**src/rtl/assert_macros.svh**
```systemverilog
// Assertion helpers shared by the RTL modules.
// Each expects clk and rst_n in the enclosing module.
`ifndef ASSERT_MACROS_SVH
`define ASSERT_MACROS_SVH

// Check a property on every clock edge outside reset.
`define ASSERT_CLK(lbl, prop, msg) \
  lbl: assert property (@(posedge clk) disable iff (!rst_n) (prop)) \
    else $error(msg);

// Check that a condition never holds outside reset.
`define ASSERT_NEVER(lbl, cond, msg) \
  lbl: assert property (@(posedge clk) disable iff (!rst_n) !(cond)) \
    else $error(msg);

`endif

```
**src/rtl/tgr_pkg.sv**
```systemverilog
package tgr_pkg;

  // Font geometry
  localparam int GLYPH_ROWS    = 16;
  localparam int GLYPH_COLUMNS = 8;
  localparam int GLYPH_COUNT   = 95;
  localparam int FONT_DEPTH    = GLYPH_COUNT * GLYPH_ROWS;
  localparam int FONT_AW       = $clog2(FONT_DEPTH);
  localparam int ROW_W         = (GLYPH_ROWS > 1) ? $clog2(GLYPH_ROWS) : 1;

  // Queue depths
  localparam int CMDQ_DEPTH = 4;
  localparam int OUTQ_DEPTH = 4;
  localparam int OUTQ_CNT_W = $clog2(OUTQ_DEPTH + 1);

  // Character codes
  localparam logic [7:0] CHAR_SPACE = 8'h20;
  localparam logic [7:0] CHAR_TILDE = 8'h7E;
  localparam logic [7:0] CHAR_QMARK = 8'h3F;
  localparam logic [7:0] CHAR_LF    = 8'h0A;
  localparam logic [7:0] CHAR_CR    = 8'h0D;

  // Request opcodes
  localparam logic OP_RENDER = 1'b0;
  localparam logic OP_LOAD   = 1'b1;

  // Result kinds
  localparam logic KIND_ROW    = 1'b0;
  localparam logic KIND_SCROLL = 1'b1;

  // Register indexes
  localparam int REG_IDX_W = 3;
  localparam logic [REG_IDX_W-1:0] REG_SCREEN_WIDTH  = 3'd0;
  localparam logic [REG_IDX_W-1:0] REG_SCREEN_HEIGHT = 3'd1;
  localparam logic [REG_IDX_W-1:0] REG_LINE_PITCH    = 3'd2;
  localparam logic [REG_IDX_W-1:0] REG_FG_COLOR      = 3'd3;
  localparam logic [REG_IDX_W-1:0] REG_BG_COLOR      = 3'd4;

  // Register reset values
  localparam logic [11:0] RST_SCREEN_WIDTH  = 12'd640;
  localparam logic [11:0] RST_SCREEN_HEIGHT = 12'd480;
  localparam logic [12:0] RST_LINE_PITCH    = 13'd640;
  localparam logic [31:0] RST_FG_COLOR      = 32'd16571628;
  localparam logic [31:0] RST_BG_COLOR      = 32'd1579040;

  typedef struct packed {
    logic [11:0] screen_width;
    logic [11:0] screen_height;
    logic [12:0] line_pitch;
    logic [31:0] fg_color;
    logic [31:0] bg_color;
  } cfg_t;

  typedef struct packed {
    logic        opcode;
    logic [7:0]  char_code;
    logic [10:0] font_index;
    logic [7:0]  font_byte;
  } in_req_t;

  typedef struct packed {
    logic        kind;
    logic [11:0] pixel_x;
    logic [11:0] pixel_y;
    logic [23:0] word_address;
    logic [7:0]  pixel_mask;
    logic [31:0] color;
    logic        last;
  } out_res_t;

  // Classified work passed from front to back
  typedef struct packed {
    logic               is_load;
    logic               scroll;
    logic               draw;
    logic [11:0]        x;
    logic [FONT_AW-1:0] addr;
    logic [7:0]         data;
  } cmd_t;

  typedef struct packed {
    logic valid;
    cmd_t cmd;
  } cmd_link_t;

endpackage

```
**src/rtl/tgr_out_fifo.sv**
```systemverilog
`include "assert_macros.svh"

module tgr_out_fifo (
  input  logic                       clk,
  input  logic                       rst_n,
  input  logic                       wr_en,
  input  tgr_pkg::out_res_t          wr_data,
  output logic                       empty,
  input  logic                       pop,
  output tgr_pkg::out_res_t          out_data,
  output logic [tgr_pkg::OUTQ_CNT_W-1:0] level
);

  import tgr_pkg::*;

  localparam int PTR_W = (OUTQ_DEPTH > 1) ? $clog2(OUTQ_DEPTH) : 1;

  out_res_t              mem_r [OUTQ_DEPTH];
  logic [PTR_W-1:0]      wr_ptr_r, rd_ptr_r;
  logic [OUTQ_CNT_W-1:0] count_r;
  logic                  deq;

  assign empty = (count_r == '0);
  assign deq   = pop && !empty;

  // Hold results until the consumer takes them
  always_ff @(posedge clk) begin
    if (wr_en) begin
      mem_r[wr_ptr_r] <= wr_data;
    end
  end

  always_ff @(posedge clk) begin
    if (!rst_n) begin
      wr_ptr_r <= '0;
      rd_ptr_r <= '0;
      count_r  <= '0;
    end else begin
      if (wr_en) begin
        wr_ptr_r <= (wr_ptr_r == PTR_W'(OUTQ_DEPTH - 1)) ? '0 : wr_ptr_r + 1'b1;
      end
      if (deq) begin
        rd_ptr_r <= (rd_ptr_r == PTR_W'(OUTQ_DEPTH - 1)) ? '0 : rd_ptr_r + 1'b1;
      end
      count_r <= count_r + OUTQ_CNT_W'(wr_en) - OUTQ_CNT_W'(deq);
    end
  end

  assign out_data = mem_r[rd_ptr_r];
  assign level    = count_r;

  // Credit logic upstream must never overrun the queue
  `ASSERT_NEVER(a_no_overflow, wr_en && (count_r == OUTQ_CNT_W'(OUTQ_DEPTH)),
    "result queue overflow")

endmodule

```
**config.mk**
```make
export PLATFORM = sky130hd
export DESIGN_NAME = tgr_out_fifo
export DESIGN_NICKNAME = d
export VERILOG_FILES = /design/src/rtl/tgr_pkg.sv /design/src/rtl/tgr_out_fifo.sv
export VERILOG_INCLUDE_DIRS = /design/src /design/src/rtl
export SDC_FILE = /design/constraint.sdc
export NUM_CORES = 1
export LEC_CHECK = 0
export BUFFER_PORTS_ARGS = -buffer_cell sky130_fd_sc_hd__buf_2
export CAP_MARGIN = 0
export CORE_MARGIN = 8
export CORE_UTILIZATION = 57
export CTS_CLUSTER_SIZE = 40
export DETAILED_ROUTE_END_ITERATION = 6
export PLACE_DENSITY = 0.9
export SETUP_SLACK_MARGIN = 0.1
export SLEW_MARGIN = 40
export SYNTH_ARGS = -nofsm -noshare
export SYNTH_HDL_FRONTEND = slang
export SYNTH_SLANG_ARGS = --single-unit
```
**constraint.sdc**
```tcl
create_clock -name clk -period 3.91 [get_ports clk]
set_clock_uncertainty 0.05 [all_clocks]
set_input_delay 0.391 -clock clk [delete_from_list [all_inputs] [get_ports clk]]
set_output_delay 0.391 -clock clk [all_outputs]
set_load 0.05 [all_outputs]
```
=== Word level (Yosys, flattened, before mapping) ===
Memory sizes are Yosys's and may differ from the RTL's. A register that Yosys moved wholly into a read port is not among the register bits.
Cells that the tools add are included.

* Add/sub/neg operators: 4
* Equality and inequality tests: 2
* Multiplexer cells: 6
* Reduce and logical (&&, ||, !) cells: 3

{| class="wikitable"
|+ Operator list
! cell !! number
|-
| $mux W2 || 4
|-
| $add A2 B1 Y2 const B || 2
|-
| $eq A2 B2 Y1 const B || 2
|-
| $add A3 B1 Y3 || 1
|-
| $logic_not A3 Y1 || 1
|-
| $sub A3 B1 Y3 || 1
|-
| $mux W1 || 2
|-
| $logic_and A1 B1 Y1 || 1
|-
| $logic_not A1 Y1 || 1
|}

* Flip-flop bits (word level): 7
* Bits in writable memories: 360
* Bits of input ports: 94
* Output and inout port bits: 94
* Logic and storage cells: 19
* Memories: 1

{| class="wikitable"
|+ Memories
! memory !! words !! width !! rd ports !! clocked after Yosys merged registers in !! wr ports !! RTL line !! source
|-
| mem_r || 4 || 90 || 1 || 1 || 1 || tgr_out_fifo.sv:18 || <nowiki>out_res_t mem_r [OUTQ_DEPTH];</nowiki>
|}

=== Depth between registers and ports, before layout ===
* Depth after elaboration: 5
* Gate-level depth with buffers: 8
* Gate-level depth less buffers: 8

=== Worst setup path before layout ===
No wires, ideal clock.

* Kind: flip-flop to flip-flop
* Start point: register wr_ptr_r[0]
* End point: memory mem_r[0][0] (netlist bit), enable pin
* Library setup time: 0.458 ns
* Arrival time: 2.625 ns
* Required time: 3.402 ns
* Path slack: 0.776 ns
* Cell stages (with the launch flop): 4
* Buffers on the path: 0
* Period minus slack after synthesis: 3.134 ns
* Cells stage by stage: dfxtp_1 -> inv_1 -> ha_1 -> and2_1

{| class="wikitable"
|+ RTL lines
! what !! RTL line !! source
|-
| start, declared || tgr_out_fifo.sv:19 || <nowiki>logic [PTR_W-1:0] wr_ptr_r, rd_ptr_r;</nowiki>
|-
| start signal, assigned || tgr_out_fifo.sv:40 || <nowiki>wr_ptr_r <= (wr_ptr_r == PTR_W'(OUTQ_DEPTH - 1)) ? '0 : wr_ptr_r + 1'b1;</nowiki>
|-
| end, declared || tgr_out_fifo.sv:18 ||
|}

No word-level cell before the write port.

==> flow_metrics.env <==
export IMPL_place_area_um2=14800
export IMPL_drc=0
export IMPL_coreArea_um2=23400
export IMPL_slew_viol_final=0
export IMPL_swShare_pct=31.16
export IMPL_worstMarginPinSlew_ps=774.3
export IMPL_start_util_pct=57.84
export IMPL_drt_antenna_violating_nets=0
export IMPL_postCtsHoldBufs=0
export IMPL_grt_overflow_total=0
export IMPL_ctsRootBufferMaster="clkbuf_16"
export IMPL_syn_area_um2=13540
export IMPL_viasPerCell=5.763
export IMPL_synth_avg_cell_area_um2=26.34
export IMPL_final_hold_violation_count=0
export IMPL_syn_num_nets=616
export IMPL_power_mw=10.42
export IMPL_crit_type="flop to primary output"
export IMPL_cts_reportedPaths_clkPinSlew_ps=60
export IMPL_cp_end_kind="primary output"
export IMPL_status="complete, no violations"
export IMPL_synth_cell_types=20
export IMPL_grt_pass1_wl_um=38460
export IMPL_max_vdd_ir_drop_mv=0.4958
export IMPL_clk_latency_ps=490
export IMPL_cts_sinks=369
export IMPL_cts_max_level=2
export IMPL_internal_power_mw=7.172
export IMPL_slew_limit_headroom_pct=48.38
export IMPL_maxCapViolCount=0
export IMPL_cts_tree="done"
export IMPL_start_kind="flop"
export IMPL_timing_final_crit_share_pct=72.50
export IMPL_grt_antenna_before_repair=5
export IMPL_cts_setup_buffers=0
export IMPL_finalSetupViolations=0
export IMPL_yosysSeqAreaShare_pct=81.19
export IMPL_dieHeight_um=170.1
export IMPL_drtPass1Iterations=5
export IMPL_final_cell_mix="360 x edfxtp_1, 187 x buf_2, 90 x mux4_2"
export IMPL_synth_warnings=0
export IMPL_comb_power_share_pct=26.0
export IMPL_drt_iter0_drc=479
export IMPL_syn_inst=514
export IMPL_final_area_um2=15850
export IMPL_holdWs_ps=53.91
export IMPL_worst_slack_ps=1075
export IMPL_cts_buffers=36
export IMPL_io_buffers=187
export IMPL_clock_path_buffers=3
export IMPL_pwr_share_seq_pct=44.3
export IMPL_grt_pass1_vias=6656
export IMPL_gr_usage_all_layers_pct=17.75
export IMPL_hold_class="primary input to flop"
export IMPL_cp_arrival_ps=2390
export IMPL_fmax_mhz=352.8
export IMPL_fin_nets=831
export IMPL_drive_above_1_share_pct=44.95
export IMPL_tns_ps=0
export IMPL_routed_wl_um=25950
export IMPL_power_density_nw_per_um2=657.3
export IMPL_ys_ff_latch=369
export IMPL_place_hpwl_um=16140
export IMPL_total_leakage_power_nw=5.333
export IMPL_final_common_cell="edfxtp_1"
export IMPL_p_sw_mw=3.247
export IMPL_dp_slack_ps=1569
export IMPL_wl_per_cell_um=24.21
export IMPL_grt_max_degree=57
export IMPL_rows=56
export IMPL_grt_setup_unrepaired="no"
export IMPL_syn2layout_area_growth_pct=17.11
export IMPL_die_area_um2=28940
export IMPL_clkPwrFrac_pct=29.7
export IMPL_path_max_fanout=31
export IMPL_post_cts_resized=0
export IMPL_die_w_um=170.1
export IMPL_min_period_ps=2835
export IMPL_vias=6178
export IMPL_ios=188
export IMPL_routabilityCongestion=0.7700
export IMPL_cp_required_ps=3470
-- worst max-delay path: stages (launching register included) --
cell     delay, ps
dfxtp_4        630
buf_12         290
buf_4          340
mux4_2         370
buf_2          230
-- cell usage after synthesis --
cell	number	area (um^2)
ha_1	7	87.58
edfxtp_1	360	10810
buf_6	1	11.26
buf_1	1	3.750
inv_1	6	22.52
a21oi_1	1	5.000
nand2_1	3	11.26
nor3_1	1	5.000
xnor3_1	1	22.52
o31a_1	1	8.760
buf_2	9	45.04
and2_1	5	31.28
mux2i_1	3	30.03
nor2_1	3	11.26
nand2b_1	1	6.260
fa_1	1	20.02
or3b_2	2	17.52
mux4_2	90	2027
buf_12	9	180.2
dfxtp_1	9	180.2
-- worst paths after layout --
kind | start | end | slack (ps) | cells after the start
setup / recovery | flop | out_data[70] | 1080 | 4
hold / removal | wr_data[64] | mem_r[3][64] | 50 | 1
setup reg to reg | wr_ptr_r[0] | mem_r[3][84] | 1700 | 3
hold reg to reg | rd_ptr_r[1] | flop | 470 | 2
-- stage by stage --
step,utilization (%),cells
global route,67.73,1071
floorplan,-,514
finish,67.74,1072
CTS,67.73,1071
global placement,63.15,1009
detailed placement,63.24,1010
-- flip-flops by register name, indices dropped and copies added (netlist names), named ones only --
name      flops
mem_r       360
level         3
rd_ptr_r      2
wr_ptr_r      2
-- power by group through the flow --
stage	logic, mW	registers, mW	clock network (mW)
floorplan	2.23	4.70	0
global placement	2.65	4.71	0
detailed placement	2.74	4.70	0
CTS	2.75	4.62	3.17
global route	2.83	4.63	3.30
finish	2.70	4.62	3.10
-- metal layers --
metal	part of all wire, %	track usage [%]	vias to the layer above
met1	38	21.35	3240
li1	-	-	2633
met2	52	31.45	254
met3	7.8	4.750	43
met5	0.17	0	-
met4	1.8	4.500	8
-- cells by family after synthesis --
| family | after synthesis | share of synthesized area, % |
|---|---|---|
| simple gates | 15 | 0.6100 |
| xor+xnor | 1 | 0.1664 |
| compound gates | 2 | 0.1016 |
| buf+inv | 26 | 1.941 |
| flops | 369 | 81.19 |
| mux | 93 | 15.20 |
| fa+ha+maj | 8 | 0.7949 |
-- layout make-up --
| type | instances | area, um^2 |
|---|---|---|
| antenna | 1 | 2.502 |
| clock buffer | 45 | 955.9 |
| clock inverter | 16 | 95.09 |
| fill | 1482 | 7550 |
| inverter | 6 | 22.52 |
| multi-input combinational | 119 | 2293 |
| sequential | 369 | 11000 |
| tap | 319 | 399.1 |
| timing repair buffer | 197 | 1086 |
Note: power is estimated with default switching activity, not from simulation.
