**config.mk**
```make
export PLATFORM = sky130hd
export DESIGN_NAME = tgr_front
export DESIGN_NICKNAME = d
export VERILOG_FILES = /design/src/rtl/tgr_pkg.sv /design/src/rtl/tgr_front.sv
export VERILOG_INCLUDE_DIRS = /design/src /design/src/rtl
export SDC_FILE = /design/constraint.sdc
export NUM_CORES = 1
export LEC_CHECK = 0
export BUFFER_PORTS_ARGS = -buffer_cell sky130_fd_sc_hd__buf_2
export CAP_MARGIN = 30
export CORE_MARGIN = 3
export CORE_UTILIZATION = 50
export CTS_BUF_LIST = sky130_fd_sc_hd__clkbuf_8
export DETAILED_ROUTE_END_ITERATION = 7
export MAX_ROUTING_LAYER = met4
export PLACE_DENSITY = 0.79
export SLEW_MARGIN = 20
export SYNTH_ARGS = -nofsm -noshare
export SYNTH_HDL_FRONTEND = slang
export SYNTH_SLANG_ARGS = --single-unit
```
**constraint.sdc**
```tcl
create_clock -name clk -period 3.25 [get_ports clk]
set_clock_uncertainty 0.1 [all_clocks]
set_input_delay 0.8125 -clock clk [delete_from_list [all_inputs] [get_ports clk]]
set_output_delay 0.8125 -clock clk [all_outputs]
set_load 0.1 [all_outputs]
```
**src/rtl/assert_macros.svh**
```systemverilog
// Assertion helpers shared by the RTL modules.
// Each expects clk and rst_n in the enclosing module.
`ifndef ASSERT_MACROS_SVH
`define ASSERT_MACROS_SVH

// Check a property on every clock edge outside reset.
`define ASSERT_CLK(lbl, prop, msg) \
  lbl: assert property (@(posedge clk) disable iff (!rst_n) (prop)) \
    else $error(msg);

// Check that a condition never holds outside reset.
`define ASSERT_NEVER(lbl, cond, msg) \
  lbl: assert property (@(posedge clk) disable iff (!rst_n) !(cond)) \
    else $error(msg);

`endif

```
**src/rtl/tgr_pkg.sv**
```systemverilog
package tgr_pkg;

  // Font geometry
  localparam int GLYPH_ROWS    = 16;
  localparam int GLYPH_COLUMNS = 8;
  localparam int GLYPH_COUNT   = 95;
  localparam int FONT_DEPTH    = GLYPH_COUNT * GLYPH_ROWS;
  localparam int FONT_AW       = $clog2(FONT_DEPTH);
  localparam int ROW_W         = (GLYPH_ROWS > 1) ? $clog2(GLYPH_ROWS) : 1;

  // Queue depths
  localparam int CMDQ_DEPTH = 4;
  localparam int OUTQ_DEPTH = 4;
  localparam int OUTQ_CNT_W = $clog2(OUTQ_DEPTH + 1);

  // Character codes
  localparam logic [7:0] CHAR_SPACE = 8'h20;
  localparam logic [7:0] CHAR_TILDE = 8'h7E;
  localparam logic [7:0] CHAR_QMARK = 8'h3F;
  localparam logic [7:0] CHAR_LF    = 8'h0A;
  localparam logic [7:0] CHAR_CR    = 8'h0D;

  // Request opcodes
  localparam logic OP_RENDER = 1'b0;
  localparam logic OP_LOAD   = 1'b1;

  // Result kinds
  localparam logic KIND_ROW    = 1'b0;
  localparam logic KIND_SCROLL = 1'b1;

  // Register indexes
  localparam int REG_IDX_W = 3;
  localparam logic [REG_IDX_W-1:0] REG_SCREEN_WIDTH  = 3'd0;
  localparam logic [REG_IDX_W-1:0] REG_SCREEN_HEIGHT = 3'd1;
  localparam logic [REG_IDX_W-1:0] REG_LINE_PITCH    = 3'd2;
  localparam logic [REG_IDX_W-1:0] REG_FG_COLOR      = 3'd3;
  localparam logic [REG_IDX_W-1:0] REG_BG_COLOR      = 3'd4;

  // Register reset values
  localparam logic [11:0] RST_SCREEN_WIDTH  = 12'd640;
  localparam logic [11:0] RST_SCREEN_HEIGHT = 12'd480;
  localparam logic [12:0] RST_LINE_PITCH    = 13'd640;
  localparam logic [31:0] RST_FG_COLOR      = 32'd16571628;
  localparam logic [31:0] RST_BG_COLOR      = 32'd1579040;

  typedef struct packed {
    logic [11:0] screen_width;
    logic [11:0] screen_height;
    logic [12:0] line_pitch;
    logic [31:0] fg_color;
    logic [31:0] bg_color;
  } cfg_t;

  typedef struct packed {
    logic        opcode;
    logic [7:0]  char_code;
    logic [10:0] font_index;
    logic [7:0]  font_byte;
  } in_req_t;

  typedef struct packed {
    logic        kind;
    logic [11:0] pixel_x;
    logic [11:0] pixel_y;
    logic [23:0] word_address;
    logic [7:0]  pixel_mask;
    logic [31:0] color;
    logic        last;
  } out_res_t;

  // Classified work passed from front to back
  typedef struct packed {
    logic               is_load;
    logic               scroll;
    logic               draw;
    logic [11:0]        x;
    logic [FONT_AW-1:0] addr;
    logic [7:0]         data;
  } cmd_t;

  typedef struct packed {
    logic valid;
    cmd_t cmd;
  } cmd_link_t;

endpackage

```
**src/rtl/tgr_front.sv**
```systemverilog
`include "assert_macros.svh"

module tgr_front (
  input  logic               clk,
  input  logic               rst_n,
  input  logic               push,
  output logic               full,
  input  tgr_pkg::in_req_t   in_data,
  input  tgr_pkg::cfg_t      cfg,
  output tgr_pkg::cmd_link_t link,
  input  logic               link_pop
);

  import tgr_pkg::*;

  localparam int PTR_W = (CMDQ_DEPTH > 1) ? $clog2(CMDQ_DEPTH) : 1;
  localparam int CNT_W = $clog2(CMDQ_DEPTH + 1);

  logic [12:0]      cursor_r, cursor_nxt;
  cmd_t             mem_r [CMDQ_DEPTH];
  logic [PTR_W-1:0] wr_ptr_r, rd_ptr_r;
  logic [CNT_W-1:0] count_r;

  logic        accept;
  logic        is_cr, is_lf, printable, need_scroll, enq;
  logic [7:0]  ch_fix, glyph;
  logic [12:0] draw_x;
  logic        deq;
  cmd_t        cmd;

  assign full   = (count_r == CNT_W'(CMDQ_DEPTH));
  assign accept = push && !full;

  // Classify the request
  assign is_cr       = (in_data.char_code == CHAR_CR);
  assign is_lf       = (in_data.char_code == CHAR_LF);
  assign printable   = (in_data.char_code >= CHAR_SPACE) && (in_data.char_code <= CHAR_TILDE);
  assign ch_fix      = printable ? in_data.char_code : CHAR_QMARK;
  assign glyph       = ch_fix - CHAR_SPACE;
  assign need_scroll = {2'b00, cfg.screen_width} <
                       ({1'b0, cursor_r} + 14'(GLYPH_COLUMNS));
  assign draw_x      = need_scroll ? '0 : cursor_r;

  always_comb begin
    cmd         = '0;
    enq         = 1'b0;
    cursor_nxt  = cursor_r;
    if (in_data.opcode == OP_LOAD) begin
      cmd.is_load = 1'b1;
      cmd.addr    = FONT_AW'(in_data.font_index);
      cmd.data    = in_data.font_byte;
      enq         = (32'(in_data.font_index) < FONT_DEPTH);
    end else if (is_cr) begin
      cursor_nxt = '0;
    end else if (is_lf) begin
      cmd.scroll = 1'b1;
      enq        = 1'b1;
      cursor_nxt = '0;
    end else begin
      cmd.scroll = need_scroll;
      cmd.draw   = 1'b1;
      cmd.x      = draw_x[11:0];
      cmd.addr   = FONT_AW'(32'(glyph) * GLYPH_ROWS);
      enq        = 1'b1;
      cursor_nxt = draw_x + 13'(GLYPH_COLUMNS);
    end
  end

  // Update the cursor on each accepted request
  always_ff @(posedge clk) begin
    if (!rst_n) begin
      cursor_r <= '0;
    end else if (accept) begin
      cursor_r <= cursor_nxt;
    end
  end

  // Command queue toward the back end
  assign deq = link_pop && (count_r != '0);

  always_ff @(posedge clk) begin
    if (accept && enq) begin
      mem_r[wr_ptr_r] <= cmd;
    end
  end

  always_ff @(posedge clk) begin
    if (!rst_n) begin
      wr_ptr_r <= '0;
      rd_ptr_r <= '0;
      count_r  <= '0;
    end else begin
      if (accept && enq) begin
        wr_ptr_r <= (wr_ptr_r == PTR_W'(CMDQ_DEPTH - 1)) ? '0 : wr_ptr_r + 1'b1;
      end
      if (deq) begin
        rd_ptr_r <= (rd_ptr_r == PTR_W'(CMDQ_DEPTH - 1)) ? '0 : rd_ptr_r + 1'b1;
      end
      count_r <= count_r + CNT_W'(accept && enq) - CNT_W'(deq);
    end
  end

  assign link.valid = (count_r != '0);
  assign link.cmd   = mem_r[rd_ptr_r];

  // The cursor never passes the widest screen
  `ASSERT_NEVER(a_cursor_bound, cursor_r[12], "cursor beyond 4095")

endmodule

```
# Yosys cells after proc, flatten, opt, wreduce, memory -nomap -nowiden
# Memory sizes are Yosys's and may differ from the RTL's. A register that Yosys moved wholly into a read port is not among the register bits.
# Index checks and enable logic that the tools add are counted.
[totals]
ff_bits = 20
ramBits = 136
inputBits = 133
elab_cells = 48
memories = 1
[classes]
addsub = 7
order_cmp = 4
eq_ne = 5
muxes = 19
bitwise = 1
reduce_logical = 7
[memory_table]
columns = ["name", "depth", "word_bits", "read_ports", "rd_clocked_by_memory_dff", "write_ports", "line", "source"]
rows = [
  ["mem_r", 4, 34, 1, 1, 1, "tgr_front.sv:20", "cmd_t mem_r [CMDQ_DEPTH];"],
]
[ops]
columns = ["op", "count"]
rows = [
  ["two-way mux 13 bit", 3],
  ["two-way mux 25 bit", 1],
  ["two-way mux 24 bit", 1],
  ["== test 8 x 4 -> 1 bit, second input constant", 2],
  ["adder 13 x 4 -> 14 bit, second input constant", 1],
  ["< comparator 12 x 14 -> 1 bit", 1],
  ["two-way mux 14 bit", 1],
  ["adder 13 x 4 -> 13 bit, second input constant", 1],
  ["< comparator 11 bit, second input constant", 1],
  ["two-way mux 11 bit", 1],
  [">= comparator 8 x 6 -> 1 bit, second input constant", 1],
  ["<= comparator 8 x 7 -> 1 bit, second input constant", 1],
  ["two-way mux 2 bit", 4],
  ["two-way mux 8 bit", 1],
  ["two-way mux 7 bit", 1],
  ["subtractor 7 x 6 -> 7 bit, second input constant", 1],
  ["two-way mux 1 bit", 6],
  ["adder 2 x 1 -> 2 bit, second input constant", 2],
  ["== test 2 bit, second input constant", 2],
  ["logical AND 1 bit", 4],
  ["adder 3 x 1 -> 3 bit", 1],
  ["== test 3 bit, second input constant", 1],
  ["nonzero test 3 bit", 1],
  ["subtractor 3 x 1 -> 3 bit", 1],
  ["3 further kinds", 3],
]

# Depth between registers and ports, before layout
[logic_depth]
depth_word = 7
depth_mapped = 18

# Least setup slack after synthesis
# No wires, ideal clock.
[synth_path]
path_kind = "flip-flop to flip-flop"
from = "reg count_r[1]"
to = "reg count_r[2]"
setup_time_ns = 0.129
arrival_time_ns = 4.412
required_time_ns = 3.021
path_slack_ns = -1.391
path_stages_with_launch = 13
path_buffers = 0
cell_sequence = "dfxtp_1 nor3b_1 nand2b_4 a311oi_1 inv_1 ha_1 inv_1 ha_1 inv_1 fa_1 xor2_1 xnor2_1 nor2_1"
[synth_via]
elab_chain_cells = 6
elab_cells_between_ends = 8
classes_between = "2 x add/sub; 1 x eq/ne; 5 x reduce/logical"
[synth_lines]
columns = ["item", "line", "source"]
rows = [
  ["start: declaration", "tgr_front.sv:22", "logic [CNT_W-1:0] count_r;"],
  ["start signal: assignment", "tgr_front.sv:99", "count_r <= count_r + CNT_W'(accept && enq) - CNT_W'(deq);"],
  ["== test 3 bit", "tgr_front.sv:31", "assign full = (count_r == CNT_W'(CMDQ_DEPTH));"],
  ["named net full", "tgr_front.sv:7", "output logic full,"],
  ["zero test 1 bit", "tgr_front.sv:32", "assign accept = push && !full;"],
  ["logical AND 1 bit", "tgr_front.sv:32", ""],
  ["logical AND 1 bit", "tgr_front.sv:99", ""],
  ["adder 3 x 1 -> 3 bit", "tgr_front.sv:99", ""],
  ["subtractor 3 x 1 -> 3 bit", "tgr_front.sv:99", ""],
]
# The timed path passes the listed nets, and every way through them passes these cells.
# A chain may end at the register's enable or synchronous reset.

# Worst setup path in the final report
[layout_path]
from = "reg cursor_r[5]"
to = "reg cursor_r[11]"
[layout_via]
elab_chain_cells = 6
[layout_lines]
columns = ["item", "line", "source"]
rows = [
  ["start: declaration", "tgr_front.sv:19", "logic [12:0] cursor_r, cursor_nxt;"],
  ["start signal: assignment", "tgr_front.sv:74", "cursor_r <= cursor_nxt;"],
  ["adder 13 x 4 -> 14 bit", "tgr_front.sv:41", "({1'b0, cursor_r} + 14'(GLYPH_COLUMNS));"],
  ["< comparator 12 x 14 -> 1 bit", "tgr_front.sv:40", "assign need_scroll = {2'b00, cfg.screen_width} <"],
  ["two-way mux 13 bit *", "tgr_front.sv:42", "assign draw_x = need_scroll ? '0 : cursor_r;"],
  ["adder 13 x 4 -> 13 bit *", "tgr_front.sv:65", "cursor_nxt = draw_x + 13'(GLYPH_COLUMNS);"],
  ["two-way mux 13 bit *", "tgr_front.sv:55", "end else if (is_lf) begin"],
  ["two-way mux 13 bit *", "tgr_front.sv:53", "end else if (is_cr) begin"],
]
# Mark *: on every way between the ends. The rest lies on a longest branch, timed or not.

==> impl_metrics.yaml <==
cts:
  clk_pin_slew_ps: 90
  clock_sinks: 158
  cts_tree: "done"
  cts.hold.buffers_added: 0
  clk_latency_ps: 440
  cts_max_level: 4
  clockBufferDepth: 2
  root_buffer: "clkbuf_8"
  numCtsBuffers: 17
floorplan:
  die-area_um2: 15000
  die_y_um: 122
  coreArea_um2: 12900
  die_w_um: 122
  pin_count: 169
  initial_utilization_pct: 52.5
  row_count: 41
layout:
  final_cells: 734
  regArea_um2: 4540
  most-common-layout-cells: "edfxtp_1, buf_2, buf_12, buf_4, mux4_2"
  area_delta_synth_final_pct: 29.1
  final_common_cell: "edfxtp_1"
  fin_nets: 703
  antenna_cells: 0
  multi_input_area_um2: 2270
  fin_util_pct: 67.8
  finalInstanceArea_um2: 8760
  drive_above_1_share_pct: 38.6
  fill_cells: 865
route:
  num_vias: 4124
  wl_um: 14000
  wl_per_cell_um: 19.0
  via_per_inst: 5.62
  ant_nets: 0
  drc_errors: 0
  drt_iter0_drc: 322
  drt_first_pass_iters: 4
pwr:
  power_switching_share_pct: 38.7
  powerDensity_nw_per_um2: 764
  pwr-share-comb_pct: 42.2
  vdd_drop_max_v: 0.000353
  p_switching_uw: 2590
  p_seq_share_pct: 36.8
  intPower_uw: 4100
  p_clk_share_pct: 21.0
  total_power_uw: 6690
  p_leak_uw: 0.00315
yosys:
  syn_avg_cell_area_um2: 15.9
  synth_nets: 580
  yosys.area.top_type: "edfxtp_1"
  yosys-top-cells-area: "edfxtp_1, mux4_2, dfxtp_1, ha_1, and2_1"
  yosysSeqAreaShare_pct: 66.7
  synth_edf_count: 136
  synth_top_area_share_pct: 60.2
  synth_cell_type_count: 49
  async_flop_share_pct: 0
  ys_ff_latch: 158
  synth_warnings: 0
  syn_area_um2: 6780
  synth_cells: 426
  synth_ff_type: "edfxtp_1"
sta:
  setup_viol: 3
  fin_tns_setup_ps: -165
  hold_violations: 0
  min_period_over_period_pct: 103
  worst_pin_slew_ps: 800
  slew_headroom_pct: 45.9
  layout_setup_ws_ps: -114
  fin_crit_ps: 3360
  maxSlewViolCount: 0
  max_freq_mhz: 297
  rsz0062_at_grt: "yes"
placement:
  gp_congestion: 0.903
  port_buffers: 79
  hpwlAfterDp_um: 9540
  place_inst: 696
  placed_cell_area_um2: 8240
critical_path:
  worst_setup_path_start_kind: "flop"
  critPathCaptureType: "flop"
  cp_cell_sequence: "and4_4 -> nand2_1 -> xor2_1 -> ha_1 -> nand3_2 -> o221ai_4 -> a221oi_4 -> nor2_2 -> and2_4 -> ha_4 -> nand3_4 -> nor2_4 -> nand3_2 -> or3_1 -> a211o_1 -> a21oi_2"
  cp_max_fo: 4
  crit_path_top_delay_cell: "dfxtp_2"
  critPathMostFrequentCell: "nand3_2"
  critPathTopFamily: "simple AND/OR/NAND/NOR gates"
  crit_required_ps: 3530
  arrival_ps: 3650
  path_buf_inv: 0
  cpPeakStageDelay_ps: 410
  reg2reg_slack_ps: -110
  worstSetupPathType: "flop to flop"
grt:
  grt_pass1_wl_um: 22000
  grt_max_degree: 31
  grt_pass1_vias: 4333
  antenna_found_initial: 0
  track_usage_pct: 20.1
  grt-ovfl-total: 0
flow_run:
  maxCapViolCount: 0
run_status:
  status: "complete, but fails checks"
  violations: "negative setup slack"
min_path:
  min_path_type: "flop to flop"
per-layer routing:
layer	vias to the layer above	global-route usage [%]	part of all wire, %
met3	32	5.44	5.4
li1	1887	-	-
met5	-	-	0
met1	2062	23.8	40
met4	0	7.70	2.8
met2	143	33.2	51
state kept, by name, indices dropped and copies added, names as in the netlist, named ones only:
signal and flops:
mem_r 136, rd_ptr_r 2, cursor_r 13, count_r 3
wr_ptr_r 2
per-stage QoR:
stage | hold WS, ps | setup WS (ps)
floorplan | 350 | -7.31
global placement | 380 | -122
detailed placement | 392 | -215
CTS | 407 | -70.6
global route | 416 | -292
finish | 400 | -114
Yosys cell counts, types with 2 or more instances:
cell type / number
nor2_1: 22
nand4_1: 4
mux2i_1: 2
edfxtp_1: 136
xnor2_1: 3
clkbuf_1: 11
a21oi_1: 13
nand2_1: 24
mux4_2: 34
o21ai_0: 12
ha_1: 20
nor4_1: 5
nand3_1: 15
or3_1: 3
inv_1: 14
buf_2: 5
nor3_1: 5
and2_1: 28
and3_1: 6
nand2b_1: 5
xor2_1: 6
nor3b_1: 3
dfxtp_1: 22
o211ai_1: 3
final timing paths:
kind          startpoint           end  depth (start not counted)
max reg2reg  cursor_r[5]  cursor_r[11]                         16
max          cursor_r[5]  cursor_r[11]                         16
min reg2reg  cursor_r[0]   cursor_r[0]                          1
min          cursor_r[0]   cursor_r[0]                          1
logic make-up after synthesis:
kind of cell / Yosys count / share of synthesized area [%]
xor+xnor: 9 / 1.16
mux: 37 / 11.8
fa+ha+maj: 21 / 3.98
buf+inv: 33 / 2.03
compound gates: 41 / 4.24
simple gates: 127 / 10.1
flops: 158 / 66.7
layout make-up:
class                           instances  area share [%]
Clock inverter                         14            1.60
Multi-Input combinational cell        235            25.9
Tap cell                              172            2.46
Clock buffer                           18            2.83
Timing Repair Buffer                  122            14.7
Sequential cell                       158            51.8
Inverter                               15           0.643
power groups by stage:
stage | sequential, uW | clock (uW) | combinational, uW
after floorplan | 2480 | 0 | 1860
after global placement | 2490 | 0 | 2780
after detailed placement | 2510 | 0 | 2830
after CTS | 2460 | 1440 | 2840
after global routing | 2480 | 1520 | 2930
final | 2460 | 1410 | 2820
timing repair:
item | CTS | global route
endpoints found under the setup margin | 2 | 8
setup buffers | 3 | 3
resized for setup | 3 | 13
pin swaps | 9 | 8
(Power assumes the default switching activity.)
